## src/lccd_pkg.sv

```systemverilog
package lccd_pkg;

  // Sequencer phases
  typedef enum logic [2:0] {
    PH_IDLE = 3'd0,
    PH_CKUP = 3'd1,
    PH_SIDN = 3'd2,
    PH_LOW  = 3'd3,
    PH_HIGH = 3'd4,
    PH_TAIL = 3'd5
  } phase_t;

  // Configuration register indexes
  localparam int CFG_IDX_W = 1;
  localparam logic [CFG_IDX_W-1:0] CFG_HALF_PERIOD = 1'd0;
  localparam logic [CFG_IDX_W-1:0] CFG_TAIL        = 1'd1;

  localparam int CFG_W   = 16;
  localparam int PIX_W   = 7;
  localparam int SAMP_W  = 8;

  localparam logic [CFG_W-1:0] HALF_PERIOD_RESET = 16'd450;
  localparam logic [CFG_W-1:0] TAIL_RESET        = 16'd20;
  localparam int               PIXELS_DEFAULT    = 128;

  // One result beat
  typedef struct packed {
    logic              si_level;
    logic              clock_level;
    logic              pixel_valid;
    logic [PIX_W-1:0]  pixel_index;
    logic [SAMP_W-1:0] pixel_value;
    logic              frame_done;
    logic [SAMP_W-1:0] threshold;
    logic              busy_res;
  } res_t;

endpackage

```

## src/linear_ccd_readout_threshold_core.sv

```systemverilog
// Linear CCD readout sequencer with frame threshold.
// The result beat for a tick is registered into the result register, or into the skid entry while that is held.
// Throughput: one tick per cycle while the skid entry is empty; sequencer state updates in a single pass per tick.
// A two-entry output buffer (result register plus skid) takes one more tick in under stall.
// Reset (rst_n low, synchronous): phase idle, counters and min/max/threshold zero,
// configuration back to half period 450 and tail 20, output buffer empty.
module linear_ccd_readout_threshold_core #(
  parameter int PIXELS = lccd_pkg::PIXELS_DEFAULT
) (
  input  logic                          clk,
  input  logic                          rst_n,
  // configuration
  input  logic                          cfg_wr_en,
  input  logic [lccd_pkg::CFG_IDX_W-1:0] cfg_index,
  input  logic [lccd_pkg::CFG_W-1:0]    cfg_wdata,
  // tick input
  input  logic                          in_valid,
  output logic                          in_ready,
  input  logic                          in_start_req,
  input  logic [lccd_pkg::SAMP_W-1:0]   in_adc_sample,
  // result output
  output logic                          out_valid,
  input  logic                          out_ready,
  output logic                          out_si_level,
  output logic                          out_clock_level,
  output logic                          out_pixel_valid,
  output logic [lccd_pkg::PIX_W-1:0]    out_pixel_index,
  output logic [lccd_pkg::SAMP_W-1:0]   out_pixel_value,
  output logic                          out_frame_done,
  output logic [lccd_pkg::SAMP_W-1:0]   out_threshold,
  output logic                          out_busy_res
);
  import lccd_pkg::*;

  localparam logic [PIX_W-1:0] LAST_PIX = PIX_W'(PIXELS - 1);

  // configuration registers
  logic [CFG_W-1:0] half_period_r, tail_r;

  always_ff @(posedge clk) begin
    if (!rst_n) begin
      half_period_r <= HALF_PERIOD_RESET;
      tail_r        <= TAIL_RESET;
    end else if (cfg_wr_en) begin
      case (cfg_index)
        CFG_HALF_PERIOD: half_period_r <= cfg_wdata;
        CFG_TAIL:        tail_r        <= cfg_wdata;
        default: ;
      endcase
    end
  end

  // sequencer state
  phase_t            phase_r, phase_nxt;
  logic [PIX_W-1:0]  pix_cnt_r, pix_cnt_nxt;
  logic [CFG_W-1:0]  dly_cnt_r, dly_cnt_nxt;
  logic [SAMP_W-1:0] max_r, max_nxt, min_r, min_nxt, thr_r, thr_nxt;

  logic              in_acc;
  logic [CFG_W-1:0]  hp_eff, tail_eff, dly_inc;
  logic              hp_hit, tail_hit;
  logic [SAMP_W:0]   mm_sum;
  res_t              res_nxt;

  assign in_acc   = in_valid && in_ready;
  assign hp_eff   = (half_period_r == '0) ? CFG_W'(1) : half_period_r;
  assign tail_eff = (tail_r == '0) ? CFG_W'(1) : tail_r;
  assign dly_inc  = dly_cnt_r + CFG_W'(1);
  assign hp_hit   = dly_inc >= hp_eff;
  assign tail_hit = dly_inc >= tail_eff;
  assign mm_sum   = {1'b0, max_r} + {1'b0, min_r};

  // next state
  always_comb begin
    phase_nxt   = phase_r;
    pix_cnt_nxt = pix_cnt_r;
    dly_cnt_nxt = dly_cnt_r;
    max_nxt     = max_r;
    min_nxt     = min_r;
    thr_nxt     = thr_r;
    case (phase_r)
      PH_CKUP: phase_nxt = PH_SIDN;
      PH_SIDN: begin
        pix_cnt_nxt = '0;
        dly_cnt_nxt = '0;
        phase_nxt   = PH_LOW;
      end
      PH_LOW: begin
        dly_cnt_nxt = dly_inc;
        if (hp_hit) begin
          if (pix_cnt_r == '0) begin
            max_nxt = in_adc_sample;
            min_nxt = in_adc_sample;
          end else begin
            if (in_adc_sample > max_r) max_nxt = in_adc_sample;
            if (in_adc_sample < min_r) min_nxt = in_adc_sample;
          end
          dly_cnt_nxt = '0;
          phase_nxt   = PH_HIGH;
        end
      end
      PH_HIGH: begin
        dly_cnt_nxt = dly_inc;
        if (hp_hit) begin
          dly_cnt_nxt = '0;
          if (pix_cnt_r >= LAST_PIX) begin
            phase_nxt = PH_TAIL;
          end else begin
            pix_cnt_nxt = pix_cnt_r + PIX_W'(1);
            phase_nxt   = PH_LOW;
          end
        end
      end
      PH_TAIL: begin
        dly_cnt_nxt = dly_inc;
        if (tail_hit) begin
          thr_nxt     = mm_sum[SAMP_W:1];
          dly_cnt_nxt = '0;
          phase_nxt   = PH_IDLE;
        end
      end
      default: phase_nxt = in_start_req ? PH_CKUP : PH_IDLE;
    endcase
  end

  // result fields for this tick
  always_comb begin
    res_nxt           = '0;
    res_nxt.busy_res  = 1'b1;
    res_nxt.threshold = thr_nxt;
    case (phase_r)
      PH_CKUP: begin
        res_nxt.si_level    = 1'b1;
        res_nxt.clock_level = 1'b1;
      end
      PH_SIDN: res_nxt.clock_level = 1'b1;
      PH_LOW: begin
        if (hp_hit) begin
          res_nxt.pixel_valid = 1'b1;
          res_nxt.pixel_index = pix_cnt_r;
          res_nxt.pixel_value = in_adc_sample;
        end
      end
      PH_HIGH: res_nxt.clock_level = 1'b1;
      PH_TAIL: res_nxt.frame_done = tail_hit;
      default: begin
        res_nxt.si_level = in_start_req;
        res_nxt.busy_res = in_start_req;
      end
    endcase
  end

  always_ff @(posedge clk) begin
    if (!rst_n) begin
      phase_r   <= PH_IDLE;
      pix_cnt_r <= '0;
      dly_cnt_r <= '0;
      max_r     <= '0;
      min_r     <= '0;
      thr_r     <= '0;
    end else if (in_acc) begin
      phase_r   <= phase_nxt;
      pix_cnt_r <= pix_cnt_nxt;
      dly_cnt_r <= dly_cnt_nxt;
      max_r     <= max_nxt;
      min_r     <= min_nxt;
      thr_r     <= thr_nxt;
    end
  end

  // output buffer: result register plus one skid entry
  res_t out_res_r, skid_res_r;
  logic out_vld_r, skid_vld_r;
  logic out_take;

  assign in_ready = !skid_vld_r;
  assign out_take = out_vld_r && out_ready;

  always_ff @(posedge clk) begin
    if (!rst_n) begin
      out_vld_r  <= 1'b0;
      skid_vld_r <= 1'b0;
    end else if (out_take) begin
      if (skid_vld_r) begin
        skid_vld_r <= 1'b0;
      end else begin
        out_vld_r <= in_acc;
      end
    end else if (in_acc) begin
      if (out_vld_r) skid_vld_r <= 1'b1;
      else           out_vld_r  <= 1'b1;
    end
  end

  always_ff @(posedge clk) begin
    if (out_take && skid_vld_r) begin
      out_res_r <= skid_res_r;
    end else if (in_acc && (!out_vld_r || out_take)) begin
      out_res_r <= res_nxt;
    end
    if (in_acc && out_vld_r && !out_take) begin
      skid_res_r <= res_nxt;
    end
  end

  assign out_valid       = out_vld_r;
  assign out_si_level    = out_res_r.si_level;
  assign out_clock_level = out_res_r.clock_level;
  assign out_pixel_valid = out_res_r.pixel_valid;
  assign out_pixel_index = out_res_r.pixel_index;
  assign out_pixel_value = out_res_r.pixel_value;
  assign out_frame_done  = out_res_r.frame_done;
  assign out_threshold   = out_res_r.threshold;
  assign out_busy_res    = out_res_r.busy_res;

  // checks
  a_skid_needs_out: assert property (@(posedge clk) disable iff (!rst_n)
    skid_vld_r |-> out_vld_r)
    else $error("skid entry held while result register empty");

  a_pixel_ck_low: assert property (@(posedge clk) disable iff (!rst_n)
    (out_vld_r && out_res_r.pixel_valid) |-> (out_res_r.busy_res && !out_res_r.clock_level))
    else $error("pixel captured outside a CK low tick");

  a_done_ck_low: assert property (@(posedge clk) disable iff (!rst_n)
    (out_vld_r && out_res_r.frame_done) |->
      (out_res_r.busy_res && !out_res_r.clock_level && !out_res_r.pixel_valid))
    else $error("frame done on a bad tick");

  a_idle_quiet: assert property (@(posedge clk) disable iff (!rst_n)
    (phase_r == PH_IDLE) |-> (dly_cnt_r == '0))
    else $error("delay counter not cleared in idle");

endmodule

```

## config.mk

```make
export PLATFORM = sky130hd
export DESIGN_NAME = linear_ccd_readout_threshold_core
export DESIGN_NICKNAME = d
export VERILOG_FILES = /design/src/lccd_pkg.sv /design/src/linear_ccd_readout_threshold_core.sv
export SDC_FILE = /design/constraint.sdc
export NUM_CORES = 1
export LEC_CHECK = 0
export BUFFER_PORTS_ARGS = -buffer_cell sky130_fd_sc_hd__buf_2
export CAP_MARGIN = 20
export CORE_UTILIZATION = 44
export DETAILED_ROUTE_END_ITERATION = 8
export PLACE_DENSITY = 0.69
export SYNTH_ARGS = -nofsm -noshare
export SYNTH_HDL_FRONTEND = slang
export SYNTH_SLANG_ARGS = --single-unit
```

## constraint.sdc

```tcl
create_clock -name clk -period 4.4 [get_ports clk]
set_clock_uncertainty 0.1 [all_clocks]
set_input_delay 0.88 -clock clk [delete_from_list [all_inputs] [get_ports clk]]
set_output_delay 0.88 -clock clk [all_outputs]
set_load 0.005 [all_outputs]
```

# Word-level counts from Yosys, hierarchy flattened
# Index checks and enable logic that the tools add are counted.
totals:
  reg_bits: 140
  out_inout_bits: 30
  word_cells: 110
op_classes:
  add_sub_neg: 3
  n_lt_le_gt_ge: 5
  eq_ne: 10
  n_mux: 31
  bitwise_logic: 2
  reduce_logical: 33
op_table:
  columns: ["op", "n"]
  rows:
  - ["2-to-1 mux 16 bit", 6]
  - ["2-to-1 mux 28 bit", 2]
  - ["2-to-1 mux 8 bit", 6]
  - ["case mux 16 bit (3 select lines)", 1]
  - [">= comparator 16 bit", 2]
  - ["zero test 16 bit", 2]
  - ["adder 16 x 1 -> 16 bit (second input constant)", 1]
  - ["AND reduction 4 bit", 4]
  - ["case mux 3 bit (5 select lines)", 1]
  - ["2-to-1 mux 7 bit", 2]
  - ["case mux 7 bit (2 select lines)", 1]
  - ["2-to-1 mux 3 bit", 4]
  - ["inequality test 2 bit (second input constant)", 5]
  - ["AND reduction 2 bit", 5]
  - ["nonzero test 2 bit", 5]
  - ["adder 8 x 8 -> 9 bit", 1]
  - ["greater-than comparator 8 bit", 1]
  - ["less-than comparator 8 bit", 1]
  - ["adder 7 x 1 -> 7 bit (second input constant)", 1]
  - [">= comparator 7 bit (second input constant)", 1]
  - ["zero test 7 bit", 1]
  - ["2-to-1 mux 1 bit", 7]
  - ["== test 3 x 2 -> 1 bit (second input constant)", 2]
  - ["== test 3 bit (second input constant)", 2]
  - ["11 further kinds", 20]

# Longest topological paths before layout
logic_depth:
  ltp_word: 7
  mapped_depth: 15
  depth_no_buf: 14

# Worst setup path before layout
# No wires, ideal clock.
synth_timing:
  kind: "in2reg"
  from: "in in_valid"
  to: "reg out_res_r (netlist bit out_busy_res) (enable)"
  setup_time_ns: 0.422
  arrival_ns: 3.292
  t_required_ns: 3.878
  path_slack_ns: 0.586
  cell_stages: 5
  n_path_buf: 2
  path_cell_list: "nor2b_1 clkbuf_1 buf_1 a21oi_1 a21oi_1"
synth_between:
  elab_chain_len: 3
synth_rtl:
  columns: ["item", "line_no", "source"]
  rows:
  - ["start, declared", "linear_ccd_readout_threshold_core.sv:17", "input logic in_valid,"]
  - ["logical AND 1 bit", "linear_ccd_readout_threshold_core.sv:65", "assign in_acc = in_valid && in_ready;"]
  - ["logical AND 1 bit", "linear_ccd_readout_threshold_core.sv:198", "end else if (in_acc && (!out_vld_r || out_take)) begin"]
  - ["nonzero test 2 bit (no line)", null, null]
  - ["end signal, assigned", "linear_ccd_readout_threshold_core.sv:197", "out_res_r <= skid_res_r;"]
  - ["end signal, assigned", "linear_ccd_readout_threshold_core.sv:199", "out_res_r <= res_nxt;"]
  - ["end, declared", "linear_ccd_readout_threshold_core.sv:172", "res_t out_res_r, skid_res_r;"]
# Every way passes these cells.
# A chain may end at the register's enable or synchronous reset.

# Worst setup path after layout
layout_timing:
  from: "reg dly_cnt_r[2]"
  to: "reg thr_r[6]"
layout_between:
  elab_chain_len: 4
layout_rtl:
  columns: ["item", "line_no", "source"]
  rows:
  - ["start, declared", "linear_ccd_readout_threshold_core.sv:56", "logic [CFG_W-1:0] dly_cnt_r, dly_cnt_nxt;"]
  - ["start signal, assigned", "linear_ccd_readout_threshold_core.sv:164", "dly_cnt_r <= dly_cnt_nxt;"]
  - ["adder 16 x 1 -> 16 bit", "linear_ccd_readout_threshold_core.sv:68", "assign dly_inc = dly_cnt_r + CFG_W'(1);"]
  - [">= comparator 16 bit", "linear_ccd_readout_threshold_core.sv:70", "assign tail_hit = dly_inc >= tail_eff;"]
  - ["2-to-1 mux 8 bit", "linear_ccd_readout_threshold_core.sv:116", "if (tail_hit) begin"]
  - ["2-to-1 mux 8 bit", "linear_ccd_readout_threshold_core.sv:81", "case (phase_r)"]
  - ["end signal, assigned", "linear_ccd_readout_threshold_core.sv:167", "thr_r <= thr_nxt;"]
  - ["end, declared", "linear_ccd_readout_threshold_core.sv:57", "logic [SAMP_W-1:0] max_r, max_nxt, min_r, min_nxt, thr_r, thr_nxt;"]
# Every way passes these cells.

==> flow_summary.ini <==
[sta]
post-route-period-util = 0.882
worstMarginPinSlew_ns = 0.680
setup_ws_ns = 0.521
slew_headroom = 0.547
final.setup.tns_ns = 0
rsz0062_at_grt = false
setup_violations = 0
slew_violations = 0
hold_violations = 0
min_period_ns = 3.88
max_freq_ghz = 0.258

[power_and_ir_drop]
p_per_area_nw_per_um2 = 358
vdd_drop_max_mv = 0.332
power.leakage_nw = 3.60

[synth]
ys.flop_type = dfxtp_1
synthArstFlopShare = 0
synth_edf_count = 56
yosysSeqAreaShare = 0.449
yosys_warnings = 0
syn_area_um2 = 7480
synth_top_area_cell = dfxtp_1
synth_area_leaders = dfxtp_1 22%, edfxtp_1 22%, ha_1 9.5%
syn-num-nets = 861
syn_avg_cell_area_um2 = 9.70
synth_seq_cells = 140
yosysUniqueCellTypes = 65
netlist_instances = 772
synth_top_area_frac = 0.225

[placed_design]
portBuffers = 60
dp_hpwl_mm = 11.2
gp_congestion = 0.839
preCtsSetupSlack_ns = 0.551
placed_cells = 1030

[critical_path]
cp.arrival_ns = 4.07
worstPathRequired_ns = 4.59
critPathKind = flip-flop to flip-flop
path_cells = and3_1 -> and3_1 -> and3_1 -> nand3_1 -> nor3_1 -> xor2_1 -> ha_1 -> nand4_1 -> nor3_1 -> nand3_1 -> a311oi_2 -> buf_4 -> and2_1 -> mux2i_1 -> nor2_1
slowest_stage = and2_1
r2r_slack_ns = 0.52
crit_family = simple AND/OR/NAND/NOR gates
reg2reg_from = dly_cnt_r[2]
endpoint_kind = flip-flop
worst-path-buf-inv = 1
r2r-end = thr_r[6]
cp_max_fo = 13
rr_worst_depth = 15
path_common_cell = and3_1
slowest_delay_ns = 0.44
startpoint_type = flip-flop

[clocking]
h-tree-depth = 4
cts_buffers = 17
cts_hold_buf = 0
ctsLongestPathBuffers = 2
clk_latency_ns = 0.42
cts_resized = 0
cts_root_buffer = clkbuf_16
clock-sinks = 140
cts_tree = yes
post_cts_buffers = 0
clkTransAtPathRegs_ns = 0.06

[die]
io_pins = 61
core_um2 = 16600
rows = 47
die_y_um = 132
dieArea_um2 = 17500
start_util = 0.451
die_w_um = 132

[routing]
vias = 5628
dr_wl_met3_um = 702
firstDrtPassIters = 5
wl_met1_mm = 7.83
top_layer = met4
ant_nets = 0
wl_mm = 15.7
via_per_inst = 5.30
wl_per_cell_um = 14.8
first_iter_violations = 371
drcViolationCount = 0
met2_wirelength_mm = 6.98

[cells_and_area]
layout-drive-gt1-share = 0.191
areaGrowthSynthToFinish_pct = 14.5
utilization = 0.517
diodes = 0
stdcell_count = 1062
nets = 918
layout_common_cells = 124 x nand2_1, 84 x dfxtp_1, 60 x buf_2, 59 x inv_1, 57 x ha_1
mostFrequentLayoutCell = nand2_1

[flow_run]
max-cap-violations = 0

[global_routing]
grt_pass1_wl_mm = 26.4
grt_pass1_vias = 5373
grt_usage = 0.189
overflow = 0
grt_antenna_before_repair = 0
grt_max_degree = 46

[worst_hold_path]
whs_path_depth = 2
hold_start = half_period_r[14]
min_path_type = flip-flop to flip-flop
hold_end = half_period_r[14]

[outcome]
status = complete, no violations
[sequential cells by signal (all words and copies together) (netlist names), 3 cells and up]
register         cells
out_pixel_index      7
skid_res_r          28
tail_r              16
dly_cnt_r           16
min_r                8
out_threshold        8
half_period_r       16
thr_r                8
out_pixel_value      8
pix_cnt_r            7
max_r                8
phase_r              3
[kinds of logic (layout without fill, tap and decap cells)]
kind of cell             after synthesis  after routing  synth area share
buffers and inverters                 91            161            0.0503
flip-flops                           140            140             0.449
multiplexers                          50             50            0.0714
AND/OR/NAND/NOR                      271            271             0.173
XOR/XNOR                              15             15            0.0176
adder cells (fa/ha/maj)               58             58            0.0980
AO/OA/AOI/OAI                        147            147             0.141
[area by class of cell]
| class | count | area [µm²] |
|---|---|---|
| Clock buffer | 18 | 429 |
| Sequential cell | 140 | 3360 |
| Fill cell | 1523 | 8010 |
| Clock inverter | 14 | 158 |
| Inverter | 60 | 225 |
| Multi-Input combinational cell | 541 | 3750 |
| Tap cell | 220 | 275 |
| Timing Repair Buffer | 69 | 368 |
[power breakdown]
part / total [mW] / switching (mW) / internal (mW) / leakage, nW
sequential: 1.42 / 0.0261 / 1.39 / 1.22
combinational: 0.226 / 0.143 / 0.0830 / 2.09
clock: 1.42 / 0.576 / 0.846 / 0.284
[metrics by stage]
step                      instance area (µm²)  hold WS [ns]  power, mW
after floorplan                          7480         0.336       1.58
after global placement                   7980         0.359       1.67
after detailed placement                 7980         0.363       1.67
after CTS                                8570         0.374       3.09
after global routing                     8570         0.393       3.19
final                                    8570         0.372       3.07
[how the worst max path moves through the flow]
stage / end / start / slack [ns] / depth (start not counted)
4_1_cts: out_threshold[4] / dly_cnt_r[2] / 0.53 / 14
3_3_place_gp: out_threshold[4] / dly_cnt_r[0] / 0.64 / 13
3_5_place_dp: thr_r[4] / dly_cnt_r[2] / 0.55 / 15
2_1_floorplan: out_busy_res / in_valid / 0.59 / 5
5_1_grt: thr_r[6] / dly_cnt_r[2] / 0.23 / 15
6_report: thr_r[6] / dly_cnt_r[2] / 0.52 / 15
[cell usage after synthesis, drive strengths merged, types with 3 or more instances]
cell / instances
mux2i: 23
o31ai: 3
clkbuf: 20
a21oi: 53
a211oi: 3
o221ai: 3
inv: 59
and3: 11
o21ai: 21
nand2b: 8
a32o: 12
nor4: 7
xnor2: 6
and2: 19
nand3: 18
nor2: 47
o211ai: 7
nand2: 124
o311ai: 3
dfxtp: 84
or2: 5
nor3: 12
nand4: 10
xor2: 9
nor2b: 5
mux2: 27
edfxtp: 56
a21o: 5
a31oi: 8
o2111ai: 5
a311oi: 4
ha: 57
o21a: 6
buf: 11
[per-layer routing]
metal  global-route usage  vias up
met5                    0        -
met4               0.0607        0
met3               0.0372       14
met2                0.293      134
met1                0.264     2605
li1                     -     2875
[worst min-delay path, delay by kind of cell (launching register included)]
family,cells,cell delay (ns)
AND/OR/NAND/NOR,1,0.06
flip-flops,1,0.32
AO/OA/AOI/OAI,1,0.05
Note: power is estimated with default switching activity, not from simulation.
